### config.mk
export PLATFORM = sky130hd
export DESIGN_NAME = chl1_rank
export DESIGN_NICKNAME = d
export VERILOG_FILES = /design/src/sv/chl1_pkg.sv /design/src/sv/chl1_rank.sv
export VERILOG_INCLUDE_DIRS = /design/src /design/src/sv
export SDC_FILE = /design/constraint.sdc
export NUM_CORES = 1
export LEC_CHECK = 0
export BUFFER_PORTS_ARGS = -buffer_cell sky130_fd_sc_hd__buf_2
export CORE_MARGIN = 2
export CORE_UTILIZATION = 55
export CTS_CLUSTER_DIAMETER = 200
export DETAILED_ROUTE_END_ITERATION = 10
export PLACE_DENSITY = 0.68
export SLEW_MARGIN = 10
export SYNTH_ARGS = -nofsm -noshare
export SYNTH_HDL_FRONTEND = slang
export SYNTH_SLANG_ARGS = --single-unit
### constraint.sdc
create_clock -name i_clk -period 6 [get_ports i_clk]
set_input_delay 1.8 -clock i_clk [delete_from_list [all_inputs] [get_ports i_clk]]
set_output_delay 1.8 -clock i_clk [all_outputs]
set_load 0.01 [all_outputs]
### src/sv/char_histogram_l1_ranker_defines.svh
// Assertion macros shared by the character histogram ranker modules.
`ifndef CHAR_HISTOGRAM_L1_RANKER_DEFINES_SVH
`define CHAR_HISTOGRAM_L1_RANKER_DEFINES_SVH

// Same-cycle implication, checked outside reset.
`define CHL1_ASSERT_IMPL(label, ante, cons) \
    label: assert property (@(posedge i_clk) disable iff (!i_rst_n) (ante) |-> (cons)) \
        else $error("chl1 assertion failed");

// Next-cycle implication, checked outside reset.
`define CHL1_ASSERT_NEXT(label, ante, cons) \
    label: assert property (@(posedge i_clk) disable iff (!i_rst_n) (ante) |=> (cons)) \
        else $error("chl1 assertion failed");

`endif

### src/sv/chl1_pkg.sv
// Package with codes, states and helpers for the character histogram ranker.
package chl1_pkg;

    localparam int BIN_BITS      = 8;
    localparam int ENTRY_BITS    = 4;
    localparam int DIST_OUT_BITS = 21;
    localparam int MAX_ENTRIES   = 16;

    typedef enum logic [1:0] {
        K_LOAD  = 2'd0,
        K_QUERY = 2'd1,
        K_ERASE = 2'd2,
        K_NONE  = 2'd3
    } t_kind;

    typedef enum logic [2:0] {
        ST_RANKED      = 3'd0,
        ST_LOAD_OK     = 3'd1,
        ST_LOAD_REJ    = 3'd2,
        ST_ERASED      = 3'd3,
        ST_ERASE_EMPTY = 3'd4,
        ST_NO_ENTRIES  = 3'd5
    } t_status;

    typedef enum logic [3:0] {
        S_INIT,
        S_IDLE,
        S_BUMP,
        S_ERASE,
        S_RES,
        S_WALK,
        S_DRAIN,
        S_INS,
        S_QCLR,
        S_EMIT
    } t_state;

    typedef struct packed {
        logic clear;
        logic ins;
        logic pop;
    } t_rank_ctl;

    // Upper-case ASCII letters map to lower case; every other byte is kept.
    function automatic logic [BIN_BITS-1:0] fold_byte(input logic [BIN_BITS-1:0] b);
        logic [BIN_BITS-1:0] r;
        r = b;
        if (b >= 8'h41 && b <= 8'h5A) begin
            r = b + 8'h20;
        end
        return r;
    endfunction

endpackage

### src/sv/chl1_rank.sv
// Sorted list of entry distances: ascending insert with stable ties, popped from the head.
`include "char_histogram_l1_ranker_defines.svh"

module chl1_rank #(
    parameter int NE   = 16,
    parameter int DW   = 20,
    parameter int CNTW = 5
) (
    input  logic                                 i_clk,
    input  logic                                 i_rst_n,
    input  chl1_pkg::t_rank_ctl                  i_ctl,
    input  logic [chl1_pkg::ENTRY_BITS-1:0]      i_idx,
    input  logic [DW-1:0]                        i_dist,
    output logic [chl1_pkg::ENTRY_BITS-1:0]      o_head_idx,
    output logic [DW-1:0]                        o_head_dist,
    output logic [CNTW-1:0]                      o_count
);

    logic [DW-1:0]                   r_d [NE];
    logic [chl1_pkg::ENTRY_BITS-1:0] r_i [NE];
    logic [CNTW-1:0]                 r_cnt;
    logic [DW-1:0]                   n_d [NE];
    logic [chl1_pkg::ENTRY_BITS-1:0] n_i [NE];
    logic [NE-1:0]                   gt;
    logic [NE-1:0]                   prev_gt;
    logic [DW-1:0]                   prev_d [NE];
    logic [chl1_pkg::ENTRY_BITS-1:0] prev_i [NE];

    always_comb begin
        for (int i = 0; i < NE; i++) begin
            gt[i] = (CNTW'(i) >= r_cnt) || (r_d[i] > i_dist);
        end
        prev_gt[0] = 1'b0;
        prev_d[0]  = r_d[0];
        prev_i[0]  = r_i[0];
        for (int i = 1; i < NE; i++) begin
            prev_gt[i] = gt[i-1];
            prev_d[i]  = r_d[i-1];
            prev_i[i]  = r_i[i-1];
        end
        for (int i = 0; i < NE; i++) begin
            n_d[i] = r_d[i];
            n_i[i] = r_i[i];
            if (i_ctl.ins) begin
                // Larger entries move one place down; the new one fills the first gap.
                if (gt[i] && !prev_gt[i]) begin
                    n_d[i] = i_dist;
                    n_i[i] = i_idx;
                end else if (gt[i]) begin
                    n_d[i] = prev_d[i];
                    n_i[i] = prev_i[i];
                end
            end else if (i_ctl.pop && i < NE - 1) begin
                n_d[i] = r_d[(i < NE - 1) ? i + 1 : i];
                n_i[i] = r_i[(i < NE - 1) ? i + 1 : i];
            end
        end
    end

    always_ff @(posedge i_clk) begin
        for (int i = 0; i < NE; i++) begin
            r_d[i] <= n_d[i];
            r_i[i] <= n_i[i];
        end
    end

    always_ff @(posedge i_clk) begin
        if (!i_rst_n) begin
            r_cnt <= '0;
        end else if (i_ctl.clear) begin
            r_cnt <= '0;
        end else if (i_ctl.ins) begin
            r_cnt <= r_cnt + 1'b1;
        end else if (i_ctl.pop) begin
            r_cnt <= r_cnt - 1'b1;
        end
    end

    assign o_head_idx  = r_i[0];
    assign o_head_dist = r_d[0];
    assign o_count     = r_cnt;

    `CHL1_ASSERT_IMPL(a_cnt_bound, 1'b1, r_cnt <= CNTW'(NE))
    `CHL1_ASSERT_IMPL(a_no_pop_empty, i_ctl.pop, r_cnt != '0)
    `CHL1_ASSERT_NEXT(a_ins_grows, i_ctl.ins && !i_ctl.clear, r_cnt == $past(r_cnt) + 1'b1)

endmodule

==> flow_summary.yaml <==
clock_tree:
  postCtsHoldBufs: 0
  clkTransAtPathRegs_ns: 0.06
  cts-buffers-inserted: 46
  worstSkewPairLatency_ns: 0.60
  cts_setup_buffers: 0
  h-tree-depth: 2
  cts-resized-gates: 0
  clk_path_buf_depth: 3
  cts_root_buffer: "clkbuf_16"
  cts_sinks: 389
  cts_tree: "yes"
power_and_ir_drop:
  peakVddDrop_mv: 0.264
  clockPowerShare_pct: 30.1
  p_seq_share_pct: 46.0
  power.switching_mw: 3.30
  p_int_mw: 6.38
  switching_share_pct: 34.1
  power_frac_comb_pct: 24.0
  leakagePower_nw: 11.7
  power_density_mw_per_mm2: 333
placement:
  gp_congestion: 0.939
  portBuffers: 57
  place_ws_ns: 0.430
  hpwlAfterDp_um: 72500
logic_synthesis:
  synth_nets: 2773
  synth_seq_cells: 389
  synth_cells: 2419
  syn_area_per_cell_um2: 11.0
  synthArstFlopShare_pct: 0
  yosysWarnings: 0
  seq_area_frac_synth_pct: 43.8
  synth_cell_types: 71
  netlist_area_mm2: 0.0266
  yosys_most_used_dff: "edfxtp_1"
  synth_enable_flop_cells: 384
run:
  max_cap_viol_count: 0
timing:
  slew_viol_final: 0
  setup-tns-final_ns: 0
  setup_slack_ns: 0.867
  fin_crit_ns: 5.13
  worstMarginPinSlew_ns: 1.30
  finClkSkew_ns: 0.0156
  setup_viol: 0
  max_freq_mhz: 195
  hold_viol_final: 0
  rsz0062_at_grt: "false"
  period_share_pct: 85.5
  slew_headroom_pct: 13.3
final_layout:
  n_fill_cell: 3858
  layout_commonest_cell: "edfxtp_1"
  syn2layout_area_growth_pct: 9.32
  nNetsFinal: 2766
  mostFrequentLayoutCells: "384 x edfxtp_1, 325 x ha_1, 252 x a221o_1"
  drive_above_1_share_pct: 10.8
floorplanning:
  die_w_um: 224
  start_util_pct: 55.7
  rows: 80
  dieArea_mm2: 0.0501
  die_y_um: 224
  io_pins: 58
  core_area_mm2: 0.0477
grt:
  grt_overflow_total: 0
  grt_max_degree: 149
  grt_usage_pct: 40.3
  antenna_found_initial: 3
  grt_pass1_wl_um: 147000
  grt_pass1_vias: 22300
detailed_routing:
  vias: 23300
  ant_nets: 0
  drt_iter0_markers: 2942
  wirelength_um: 102000
  dr.pass1.iters: 5
  wl_per_cell_um: 33.4
  drt_drc_violations_left: 0
  drt-vias-per-instance: 7.60
setup_path:
  path_class: "in -> reg"
  startpoint_type: "primary input"
  critPathCaptureType: "flip-flop"
  critical_path_arrival_ns: 5.58
  cp_max_fo: 22
  cp.required_ns: 6.45
worst_hold_path:
  min_path_type: "reg -> reg"
run_status:
  status: "completed"
==> power by group through the flow <==
stage,Clock (mW),Combinational [mW],Sequential [mW]
CTS,2.91,2.27,4.40
global route,3.00,2.56,4.44
detailed placement,0,2.26,4.45
finish,2.91,2.32,4.45
global placement,0,2.14,4.45
floorplan,0,1.66,4.02
==> critical path, cell delays in order <==
cell and delay (ns):
buf_2 0.11, inv_1 0.72, ha_1 0.40, nand4_1 0.12, nor4bb_1 0.08, and4_1 0.23
or4_1 0.52, o211a_1 0.34, a21oi_2 0.95, a221o_1 0.29
==> kinds of logic (layout without fill, tap and decap cells) <==
kind of cell | Yosys count | in the layout | synth area share, %
AOI/OAI and AO/OA | 757 | 757 | 22.7
xor gates and xnor gates | 4 | 4 | 0.132
adders and majority gates | 325 | 325 | 15.3
buffers and inverters | 332 | 359 | 5.34
DFF | 389 | 389 | 43.8
muxes | 24 | 24 | 1.01
other | 0 | 1 | 0
and+or+nand+nor | 588 | 588 | 11.7
==> registers in the layout (all words and copies together) (netlist names) <==
signal,cells
o_count,5
r_d,320
r_i,64
==> synthesized netlist by cell type (4+ instances only) <==
library cell	count	area [um^2]
a211oi_1	5	37.5
a21boi_0	6	45.0
a21boi_1	9	67.6
a21o_1	46	345
a21oi_1	162	811
a21oi_2	4	35.0
a221o_1	252	2520
a221oi_1	12	105
a31oi_1	6	37.5
and2_1	20	125
and3_1	22	138
and4_1	40	350
buf_1	4	15.0
buf_2	49	245
buf_4	26	195
clkbuf_1	126	473
dfxtp_1	5	100
edfxtp_1	384	11500
ha_1	325	4070
inv_1	125	469
mux2_1	23	259
nand2_1	121	454
nand3_1	43	215
nand4_1	42	263
nor2_1	62	233
nor2b_1	21	131
nor3_1	181	906
nor4_1	4	25.0
nor4bb_1	12	120
o211a_1	6	60.1
o211ai_1	84	631
o211ai_2	4	50.1
o21ai_0	40	200
o221ai_1	83	727
or4_1	7	52.6
==> area by class of cell <==
type / count / area, um^2 / area share, %
multi-input cells: 1698 / 13600 / 46.9
flip-flops and latches: 389 / 11600 / 40.0
clock buffers: 53 / 1240 / 4.27
repair buffers: 152 / 1040 / 3.59
well taps: 615 / 769 / 2.65
inverters: 125 / 477 / 1.64
clock inverters: 29 / 277 / 0.951
diodes: 1 / 2.50 / 0.00861
==> stage by stage <==
step	cell area [um^2]	cells	hold slack [ns]	total power, mW	util [%]
after floorplan	26600	2419	0.521	5.67	-
after global placement	27500	2979	0.537	6.59	57.7
after detailed placement	27500	2979	0.555	6.70	57.7
after CTS	29100	3061	0.559	9.57	60.9
after global routing	29100	3061	0.564	10.0	60.9
final	29100	3062	0.543	9.68	60.9
==> routing by layer <==
metal | share of wire [%] | GRT usage, % | wire [um] | up-vias
met1 | 37 | 51.4 | 38300 | 11400
met2 | 44 | 62.8 | 45400 | 1627
li1 | - | - | - | 9850
met5 | 0.013 | 0 | 13 | -
met4 | 6.6 | 22.8 | 6710 | 2
met3 | 12 | 9.99 | 11800 | 413
==> worst paths after layout <==
| path | from | depth (start not counted) | endpoint | slack [ns] |
|---|---|---|---|---|
| hold reg to reg | r_i[1][31] | 1 | r_i[1][27] | 0.54 |
| hold / removal | r_i[1][31] | 1 | r_i[1][27] | 0.54 |
| setup / recovery | i_dist[15] | 10 | r_d[1][17] | 0.87 |
| setup reg to reg | r_d[1][130] | 8 | r_i[1][25] | 2.27 |
Note: power is estimated with default switching activity, not from simulation.
