`config.mk`:
```
export PLATFORM = sky130hd
export DESIGN_NAME = chl1_acc
export DESIGN_NICKNAME = d
export VERILOG_FILES = /design/src/sv/char_histogram_l1_ranker_defines.svh /design/src/sv/chl1_acc.sv
export SDC_FILE = /design/constraint.sdc
export NUM_CORES = 1
export LEC_CHECK = 0
export BUFFER_PORTS_ARGS = -buffer_cell sky130_fd_sc_hd__buf_2
export CAP_MARGIN = 15
export CORE_MARGIN = 4
export CORE_UTILIZATION = 53
export DETAILED_ROUTE_END_ITERATION = 7
export GPL_TIMING_DRIVEN = 0
export PLACE_DENSITY = 0.77
export SKIP_CTS_REPAIR_TIMING = 1
export SLEW_MARGIN = 20
export SYNTH_ARGS = -nofsm -noshare
export SYNTH_HDL_FRONTEND = slang
export SYNTH_SLANG_ARGS = --single-unit
```
`constraint.sdc`:
```
create_clock -name i_clk -period 10.68 [get_ports i_clk]
set_input_delay 1.068 -clock i_clk [delete_from_list [all_inputs] [get_ports i_clk]]
set_output_delay 1.068 -clock i_clk [all_outputs]
set_load 0.05 [all_outputs]
```
`src/sv/char_histogram_l1_ranker_defines.svh`:
```
// Assertion macros shared by the character histogram ranker modules.
`ifndef CHAR_HISTOGRAM_L1_RANKER_DEFINES_SVH
`define CHAR_HISTOGRAM_L1_RANKER_DEFINES_SVH

// Same-cycle implication, checked outside reset.
`define CHL1_ASSERT_IMPL(label, ante, cons) \
    label: assert property (@(posedge i_clk) disable iff (!i_rst_n) (ante) |-> (cons)) \
        else $error("chl1 assertion failed");

// Next-cycle implication, checked outside reset.
`define CHL1_ASSERT_NEXT(label, ante, cons) \
    label: assert property (@(posedge i_clk) disable iff (!i_rst_n) (ante) |=> (cons)) \
        else $error("chl1 assertion failed");

`endif

```
`src/sv/chl1_acc.sv`:
```
// Shared absolute-difference accumulator used for every bin of the distance walk.
module chl1_acc #(
    parameter int CW = 12,
    parameter int DW = 20
) (
    input  logic          i_clk,
    input  logic          i_clr,
    input  logic          i_en,
    input  logic [CW-1:0] i_ref,
    input  logic [CW-1:0] i_qry,
    output logic [DW-1:0] o_sum
);

    logic [DW-1:0] r_sum;
    logic [CW-1:0] diff;

    assign diff  = (i_ref > i_qry) ? (i_ref - i_qry) : (i_qry - i_ref);
    assign o_sum = r_sum;

    always_ff @(posedge i_clk) begin
        if (i_clr) begin
            r_sum <= '0;
        end else if (i_en) begin
            r_sum <= r_sum + DW'(diff);
        end
    end

endmodule

```
==> results_dict.tcl, run 1 <==
set metrics [dict create \
    area_growth_pct 14.8 \
    synth_compound_area_share_pct 21.9 \
    yosys.area_share.adder_pct 20.1 \
    syn_area_per_cell_um2 8.00 \
    yosys_warnings 0 \
    grt_pass1_vias 2220 \
    synth_ff_type "dfxtp_1" \
    clock_path_buffers 2 \
    clock_latency_ns 0.26 \
    ios 47 \
    track_usage_pct 18.8 \
    hpwlAfterDp_um 4410 \
    post-route-period-util_pct 43.6 \
    die_h_um 76.3 \
    critPathArrivalTime_ns 4.81 \
    start_util_pct 55.6 \
    hold_violations 0 \
    relSlewSlack_pct 56.8 \
    cap_violations 0 \
    endpoint_kind "flop" \
    clock-sinks 20 \
    overflow 0 \
    die_w_um 76.3 \
    dp.cells 407 \
    synth_common_cells "ha_1, inv_1, nor2_1" \
    die_area_um2 5820 \
    worst_pin_slew_ns 0.648 \
    ys_types 56 \
    crit_required_ns 10.84 \
    startpoint_type "primary input" \
    period_needed_ns 4.65 \
    grt_pass1_wl_um 9370 \
    rows 24 \
    synth-xor-area-share_pct 5.97 \
    diodes 0 \
    max_freq_mhz 215 \
    reg2reg_slack_ns 8.29 \
    peakVddDrop_mv 0.0893 \
    critPathMaxFanout 10 \
    syn_inst 309 \
    wl_per_cell_um 13.0 \
    hold_class "flop to flop" \
    leakagePower_nw 1.45 \
    outcome "finished, final reports clean" \
    route.vias.total 2328 \
    place_congestion 0.842 \
    reg2reg_to "o_sum[16]$_SDFFE_PP0P_" \
    finalNetCount 425 \
    root_buffer "clkbuf_8" \
    layout-drive-gt1-share_pct 21.2 \
    syn-num-nets 374 \
    async_flop_share_pct 0 \
    yosysMostFrequentCell "ha_1" \
    ys_ff_latch 20 \
    cts_buffers 3 \
    syn-cell-area_um2 2470 \
    synth-simple-area-share_pct 18.4 \
    setup_viol 0 \
    grt_max_degree 13 \
    drc 0 \
    drt-initial-drc-count 143 \
    netlist.area_leader.share_pct 17.7 \
    num-fill-cells 376 \
    core_area_um2 4440 \
    synthMuxAreaShare_pct 9.82 \
    synth_largest_area_cell "ha_1" \
    fin_tns_setup_ns 0 \
    cts_tree "built" \
    wl_um 5350 \
    crit_path_start "i_ref[0]" \
    numPortBuffers 46 \
    dr.pass1.iters 4 \
    path_clk_slew_ns 0.08 \
    synth_top_family_by_area "compound AO/OA/AOI/OAI gates" \
    crit_type "primary input to flop" \
    endpoint "o_sum[19]$_SDFFE_PP0P_" \
    whs_ns 0.508 \
    final_cells 411 \
    ant_nets 0 \
    grt_antenna_before_repair 0 \
    synth_edf_count 0 \
    drv_slew 0 \
    rsz0062_at_grt "false" \
    yosysSeqAreaShare_pct 16.2 \
    fin_worst_skew_ns 0.00803 \
    h-tree-depth 1 \
    avgViaCountPerCell 5.66 \
    r2r-start "o_sum[0]$_SDFFE_PP0P_" \
    synth_area_leaders "ha_1, dfxtp_1, mux2i_1, inv_1, a21oi_1" \
    power.density_nw_per_um2 192 \
    reg2regPathDepth 8 \
    largest_reg_flops 20 \
]
==> logic make-up (layout without fill, tap and decap cells) <==
| logic type | after synthesis | after routing |
|---|---|---|
| AOI/OAI and AO/OA | 79 | 79 |
| xor gates and xnor gates | 16 | 16 |
| adders and majority gates | 38 | 38 |
| buffers and inverters | 43 | 93 |
| DFF | 20 | 20 |
| muxes | 23 | 23 |
| and+or+nand+nor | 90 | 90 |
==> metal layers <==
metal / wire [µm] / vias up / GRT usage [%]
met5: 0 / - / 0
met4: 87 / 0 / 5.98
met3: 227 / 9 / 1.18
met2: 2630 / 67 / 34.2
met1: 2410 / 1061 / 23.5
li1: - / 1191 / -
==> per-stage QoR <==
step / power [mW] / instance area [µm²] / util (%) / worst slack (ns)
after floorplan: 0.397 / 2470 / - / 6.23
after global placement: 0.459 / 2770 / 62.3 / 5.79
after detailed placement: 0.467 / 2770 / 62.3 / 5.76
after CTS: 0.547 / 2840 / 63.9 / 6.04
after global routing: 0.594 / 2840 / 63.9 / 5.70
final: 0.546 / 2840 / 63.9 / 6.03
==> worst min-delay path by stage <==
stage | cells after the start | to | startpoint
global placement | 2 | o_sum[15]$_SDFFE_PP0P_ | o_sum[15]$_SDFFE_PP0P_
finish | 2 | o_sum[17]$_SDFFE_PP0P_ | o_sum[17]$_SDFFE_PP0P_
global route | 2 | o_sum[2]$_SDFFE_PP0P_ | o_sum[2]$_SDFFE_PP0P_
floorplan | 2 | o_sum[9]$_SDFFE_PP0P_ | o_sum[9]$_SDFFE_PP0P_
CTS | 2 | o_sum[15]$_SDFFE_PP0P_ | o_sum[15]$_SDFFE_PP0P_
detailed placement | 2 | o_sum[15]$_SDFFE_PP0P_ | o_sum[15]$_SDFFE_PP0P_
==> report_power, final <==
group | leakage, nW | internal [mW] | total [mW] | switching (mW)
registers | 0.164 | 0.0934 | 0.109 | 0.0155
logic | 1.25 | 0.133 | 0.361 | 0.228
clock network | 0.0357 | 0.0500 | 0.0763 | 0.0263
total | 1.45 | 0.277 | 0.546 | 0.270
==> layout by cell type, fill, tap and decap left out, drive strengths merged, types with 2 or more instances in the layout <==
| cell type | instances |
|---|---|
| a211oi | 4 |
| a21boi | 2 |
| a21o | 9 |
| a21oi | 25 |
| a311o | 2 |
| and3 | 4 |
| and4 | 2 |
| buf | 54 |
| clkbuf | 5 |
| dfxtp | 20 |
| fa | 3 |
| ha | 35 |
| inv | 32 |
| mux2 | 7 |
| mux2i | 16 |
| nand2 | 20 |
| nand2b | 6 |
| nand3 | 9 |
| nand4 | 3 |
| nor2 | 27 |
| nor2b | 4 |
| nor3 | 2 |
| nor4 | 5 |
| o21a | 3 |
| o21ai | 19 |
| o21bai | 3 |
| o221ai | 2 |
| o31ai | 2 |
| o32ai | 2 |
| or2 | 2 |
| or4 | 2 |
| xnor2 | 9 |
| xor2 | 7 |
==> final cells by class <==
class	instances	area (µm²)	share of cell area (%)
plain buffers	10	63.8	2.25
clock buffers	3	41.3	1.45
clock inverters	1	30.0	1.06
inverters	33	124	4.36
multi-input cells	246	1880	66.4
flip-flops and latches	20	400	14.1
well taps	52	65.1	2.29
repair buffers	46	230	8.11
==> worst max-delay path: stages <==
cell	delay, ns
buf_2	0.11
inv_1	0.05
ha_1	0.16
inv_1	0.05
fa_1	0.40
nand3_1	0.11
a21oi_1	0.10
o32ai_4	0.33
a21oi_2	0.10
buf_6	0.16
mux2_4	0.31
xor2_2	0.14
ha_1	0.32
a21oi_1	0.27
a2bb2oi_1	0.23
o21ai_2	0.13
a211oi_4	0.37
nor4_1	0.10
mux2_2	0.28
(Power assumes the default switching activity.)
==> inputs of run 2 (changes only) <==
ABC_AREA = 1   (was unset)
PLACE_DENSITY = 0.75   (was 0.77)
clock period = 4.8 ns   (was 10.68 ns; I/O delays follow)
==> run 2 against run 1 <==
Effect of this change: worst setup slack got worse by 4.6 ns; via count increased by 48%; first-iteration DRC count increased by 7.0%; routed wire length rose by 42%; sequential power increased by 93%; core utilization down 1.6 points; flip-flop and latch count stayed put.
==> results_dict.tcl, run 2 <==
set metrics [dict create \
    start_util_pct 55.8 \
    ys_types 29 \
    layout-drive-gt1-share_pct 9.16 \
    numPortBuffers 44 \
    critPathMaxFanout 10 \
    rsz0062_at_grt "false" \
    overflow 0 \
    combPwrFrac_pct 66.3 \
    hold_class "flop to flop" \
    synth_ff_type "dfxtp_1" \
    p_sw_mw 0.532 \
    crit_required_ns 4.96 \
    root_buffer "clkbuf_8" \
    syn-num-nets 650 \
    crit_type "primary input to flop" \
    diodes 0 \
    leakagePower_nw 2.26 \
    path_clk_slew_ns 0.08 \
    hold_depth 2 \
    ant_nets 0 \
    cts_tree "built" \
    area_growth_pct 11.6 \
    drc 0 \
    final_cell_mix "nand2_1, inv_1, nor2_1" \
    wl_um 7610 \
    p_int_mw 0.485 \
    peakVddDrop_mv 0.172 \
    fin_tns_setup_ns 0 \
    rows 27 \
    synth_top_family_by_area "simple AND/OR/NAND/NOR gates" \
    synthMuxAreaShare_pct 0 \
    synth_compound_area_share_pct 6.28 \
    synth_edf_count 0 \
    synth_common_cells "nand2_1, inv_1, nor2_1" \
    reg2regPathDepth 12 \
    netlist.area_leader.share_pct 25.4 \
    drv_slew 0 \
    worst_pin_slew_ns 0.555 \
    hpwlAfterDp_um 6510 \
    yosysMostFrequentCell "nand2_1" \
    ios 47 \
    clkPwrFrac_pct 13.0 \
    grt_pass1_wl_um 13400 \
    syn-cell-area_um2 3150 \
    core_area_um2 5640 \
    wl_per_cell_um 10.8 \
    relSlewSlack_pct 63.0 \
    period_needed_ns 3.34 \
    seq_power_share_pct 20.7 \
    drt-initial-drc-count 153 \
    whs_ns 0.520 \
    synth-xor-area-share_pct 3.90 \
    cts_buffers 3 \
    max_freq_mhz 299 \
    h-tree-depth 1 \
    track_usage_pct 21.8 \
    die_w_um 85.1 \
    clock-sinks 20 \
    finalNetCount 699 \
    yosys_warnings 0 \
    async_flop_share_pct 0 \
    syn_area_per_cell_um2 5.38 \
    setup_viol 0 \
    endpoint_kind "flop" \
    startpoint_type "primary input" \
    syn_inst 585 \
    yosys.area_share.adder_pct 15.8 \
    yosysSeqAreaShare_pct 12.7 \
    die_h_um 85.1 \
    outcome "finished, final reports clean" \
    dr.pass1.iters 4 \
    p_sw_share_pct 52.3 \
    place_congestion 0.935 \
    critPathArrivalTime_ns 3.50 \
    die_area_um2 7230 \
    avgViaCountPerCell 4.87 \
    layout_commonest_cell "nand2_1" \
    clock_path_buffers 2 \
    cap_violations 0 \
    ys_ff_latch 20 \
    synth-simple-area-share_pct 44.0 \
    synth_largest_area_cell "nand2_1" \
    hold_violations 0 \
    power.density_nw_per_um2 290 \
    route.vias.total 3436 \
    grt_max_degree 12 \
    grt_pass1_vias 3246 \
    clock_latency_ns 0.26 \
    largest_reg_flops 20 \
    post-route-period-util_pct 69.6 \
    grt_antenna_before_repair 0 \
    fin_worst_skew_ns 0.00264 \
    synth_area_leaders "nand2_1, inv_1, ha_1, dfxtp_1, nand3_1" \
]
## run 2: logic make-up (layout without fill, tap and decap cells)
logic type | count (synthesis) | count (layout)
xor gates and xnor gates | 14 | 14
DFF | 20 | 20
adders and majority gates | 38 | 38
buffers and inverters | 138 | 186
AOI/OAI and AO/OA | 38 | 38
and+or+nand+nor | 337 | 337
## run 2: layout make-up
class / instances / area (µm²)
clock buffer: 4 / 55.1
tap: 72 / 90.1
buffer: 8 / 55.1
fill: 593 / 2130
timing repair buffer: 44 / 220
multi-input combinational: 427 / 2200
sequential: 20 / 400
inverter: 130 / 488
## run 2: worst max-delay path, cell delays in order
cell      delay [ns]
buf_2           0.11
inv_1           0.05
ha_1            0.16
inv_1           0.08
fa_1            0.44
nand3_1         0.10
nand3_1         0.17
nand3_1         0.13
nand3_2         0.07
nand2_2         0.10
clkbuf_8        0.18
nand2_1         0.06
nand2_1         0.07
inv_1           0.04
ha_1            0.36
nand2_1         0.11
nor2_1          0.21
and2_1          0.15
nand2_1         0.05
nand2_1         0.14
nand3_1         0.09
nand2_1         0.08
nor2_1          0.05
## run 2: power by group through the flow
stage	logic (mW)	registers, mW	clock network (mW)
after floorplan	0.457	0.285	0
after global placement	0.658	0.213	0
after detailed placement	0.672	0.214	0
after CTS	0.676	0.210	0.135
after global routing	0.773	0.214	0.138
final	0.675	0.210	0.132
## run 2: metal layers
| layer | part of all wire (%) | track usage (%) | vias up | routed length [µm] |
|---|---|---|---|---|
| li1 | - | - | 1860 | - |
| met1 | 43 | 24.5 | 1498 | 3270 |
| met2 | 52 | 43.5 | 66 | 3940 |
| met3 | 3.2 | 0.874 | 12 | 244 |
| met4 | 2.1 | 6.76 | 0 | 159 |
| met5 | 0 | 0 | - | 0 |
## run 2: stage by stage
stage / instance area (µm²) / setup slack, ns / util, % / cells / power [mW]
2_1_floorplan: 3150 / 1.77 / - / 585 / 0.743
3_3_place_gp: 3460 / 1.27 / 61.3 / 701 / 0.871
3_5_place_dp: 3460 / 1.22 / 61.3 / 701 / 0.886
4_1_cts: 3510 / 1.48 / 62.3 / 705 / 1.02
5_1_grt: 3510 / 1.14 / 62.3 / 705 / 1.12
6_report: 3510 / 1.46 / 62.3 / 705 / 1.02
## run 2: worst paths after layout
path | from | slack [ns] | end
worst min-delay path | o_sum[19]$_SDFFE_PP0P_ | 0.52 | o_sum[19]$_SDFFE_PP0P_
worst max-delay path | i_ref[0] | 1.46 | o_sum[13]$_SDFFE_PP0P_
worst max register to register | o_sum[0]$_SDFFE_PP0P_ | 2.90 | o_sum[8]$_SDFFE_PP0P_
worst min register to register | o_sum[19]$_SDFFE_PP0P_ | 0.52 | o_sum[19]$_SDFFE_PP0P_
==> inputs of run 3 (changes only) <==
clock period = 3.23 ns   (was 4.8 ns; I/O delays follow)
==> run 3 against run 2 <==
Effect of this change: clock skew up 0.00090 ns; non-clock buffer count unchanged; critical endpoint unchanged; worst setup slack worse by 1.2 ns; global-route usage unchanged; first-iteration DRC count down 22%; sequential share of layout area down 0.22 points; routed wire length up 1.7%; sequential power up 50%; power up 54%; highest routed layer unchanged; cell count unchanged; die area unchanged; register-to-register slack worse by 1.5 ns.
==> results_dict.tcl, run 3 (synthesis gave the netlist of run 2 again) <==
set metrics [dict create \
    finalNetCount 699 \
    wl_um 7740 \
    largest_reg_flops 20 \
    hold_depth 5 \
    multiInputGateArea_um2 2270 \
    start_util_pct 55.8 \
    max_freq_mhz 337 \
    ios 47 \
    fin_ws_ns 0.259 \
    seqCellArea_um2 400 \
    place_congestion 0.935 \
    period_needed_ns 2.97 \
    ant_nets 0 \
    setup_viol 0 \
    route.vias.total 3451 \
    path_clk_slew_ns 0.08 \
    startpoint_type "primary input" \
    num-fill-cells 587 \
    cts_buffers 3 \
    drc 0 \
    clock_latency_ns 0.26 \
    diodes 0 \
    peakVddDrop_mv 0.254 \
    reg2reg_to "o_sum[8]$_SDFFE_PP0P_" \
    track_usage_pct 21.8 \
    r2r-start "o_sum[0]$_SDFFE_PP0P_" \
    core_area_um2 5640 \
    die_w_um 85.1 \
    utilization_pct 63.5 \
    drv_slew 0 \
    critPathMaxFanout 10 \
    avgViaCountPerCell 4.90 \
    grt_pass1_vias 3246 \
    hold_violations 0 \
    hold_class "primary input to flop" \
    dpl_worst_slack_ns -0.195 \
    reg2reg_slack_ns 1.42 \
    hpwlAfterDp_um 6510 \
    power.density_nw_per_um2 438 \
    cap_violations 0 \
    numPortBuffers 44 \
    endpoint_kind "flop" \
    cts_tree "built" \
    post-route-period-util_pct 92.0 \
    min_to "o_sum[5]$_SDFFE_PP0P_" \
    dr.pass1.iters 5 \
    fin_tns_setup_ns 0 \
    outcome "finished, final reports clean" \
    grt_antenna_before_repair 0 \
    crit_path_start "i_ref[0]" \
    overflow 0 \
    drt-initial-drc-count 119 \
    layout_commonest_cell "nand2_1" \
    die_area_um2 7230 \
    fin_worst_skew_ns 0.00354 \
    area_growth_pct 13.8 \
    rows 27 \
    final_cell_mix "nand2_1, inv_1, nor2_1" \
    root_buffer "clkbuf_8" \
    leakagePower_nw 2.26 \
    rsz0062_at_grt "true" \
    worst_pin_slew_ns 0.558 \
    crit_type "primary input to flop" \
    reg2regPathDepth 12 \
    layout-drive-gt1-share_pct 11.2 \
    h-tree-depth 1 \
    die_h_um 85.1 \
    crit_required_ns 3.39 \
    clock_path_buffers 2 \
    clock-sinks 20 \
    grt_max_degree 12 \
    grt_pass1_wl_um 13400 \
    worstHoldStart "i_en" \
    wl_per_cell_um 11.0 \
    critPathArrivalTime_ns 3.13 \
    relSlewSlack_pct 62.8 \
]
[run 3: cell counts in the layout (fill, tap and decap cells not counted)]
Identical to the previous run, type by type.
[run 3: how the worst max path moves through the flow]
stage	to	slack, ns	cells after the start
global route	o_sum[8]$_SDFFE_PP0P_	-0.03	25
global placement	o_sum[8]$_SDFFE_PP0P_	-0.14	25
detailed placement	o_sum[13]$_SDFFE_PP0P_	-0.19	23
floorplan	o_sum[14]$_SDFFE_PP0P_	0.36	22
finish	o_sum[13]$_SDFFE_PP0P_	0.26	23
CTS	o_sum[8]$_SDFFE_PP0P_	0.07	25
[run 3: area by class of cell]
class                      count  area share (%)
multi-input combinational    427            63.4
inverter                     130            13.6
sequential                    20            11.2
timing repair buffer          44            6.15
tap                           72            2.52
clock buffer                   4            1.54
buffer                         8            1.54
[run 3: worst max-delay path, stage by stage]
cell and delay, ns:
buf_2 0.11, inv_1 0.05, ha_1 0.16, inv_1 0.08, fa_2 0.38, nand3_1 0.10
nand3_2 0.12, nand3_1 0.10, nand3_2 0.06, nand2_2 0.10, clkbuf_8 0.18, nand2_1 0.06
nand2_1 0.07, inv_1 0.05, ha_2 0.37, nand2_1 0.12, nor2_2 0.16, and2_1 0.15
nand2_1 0.06, nand2_2 0.10, nand3_1 0.07, nand2_1 0.09, nor2_1 0.05
[run 3: power breakdown]
group | switching [mW] | total (mW) | internal [mW]
logic | 0.693 | 1.06 | 0.363
registers | 0.0366 | 0.316 | 0.280
clock network | 0.0873 | 0.196 | 0.109
total | 0.816 | 1.57 | 0.751
[run 3: metal layers]
layer,vias up,track usage [%],wire (µm)
li1,1861,-,-
met5,-,0,0
met4,0,6.76,181
met1,1511,24.5,3350
met3,15,0.874,200
met2,64,43.5,4010
[run 3: per-stage QoR]
step | power [mW] | cells | instance area (µm²) | hold WS (ns)
3_3_place_gp | 1.29 | 701 | 3460 | 0.485
5_1_grt | 1.73 | 705 | 3580 | 0.525
3_5_place_dp | 1.32 | 701 | 3460 | 0.497
4_1_cts | 1.52 | 705 | 3510 | 0.487
6_report | 1.57 | 705 | 3580 | 0.479
2_1_floorplan | 1.10 | 585 | 3150 | 0.691
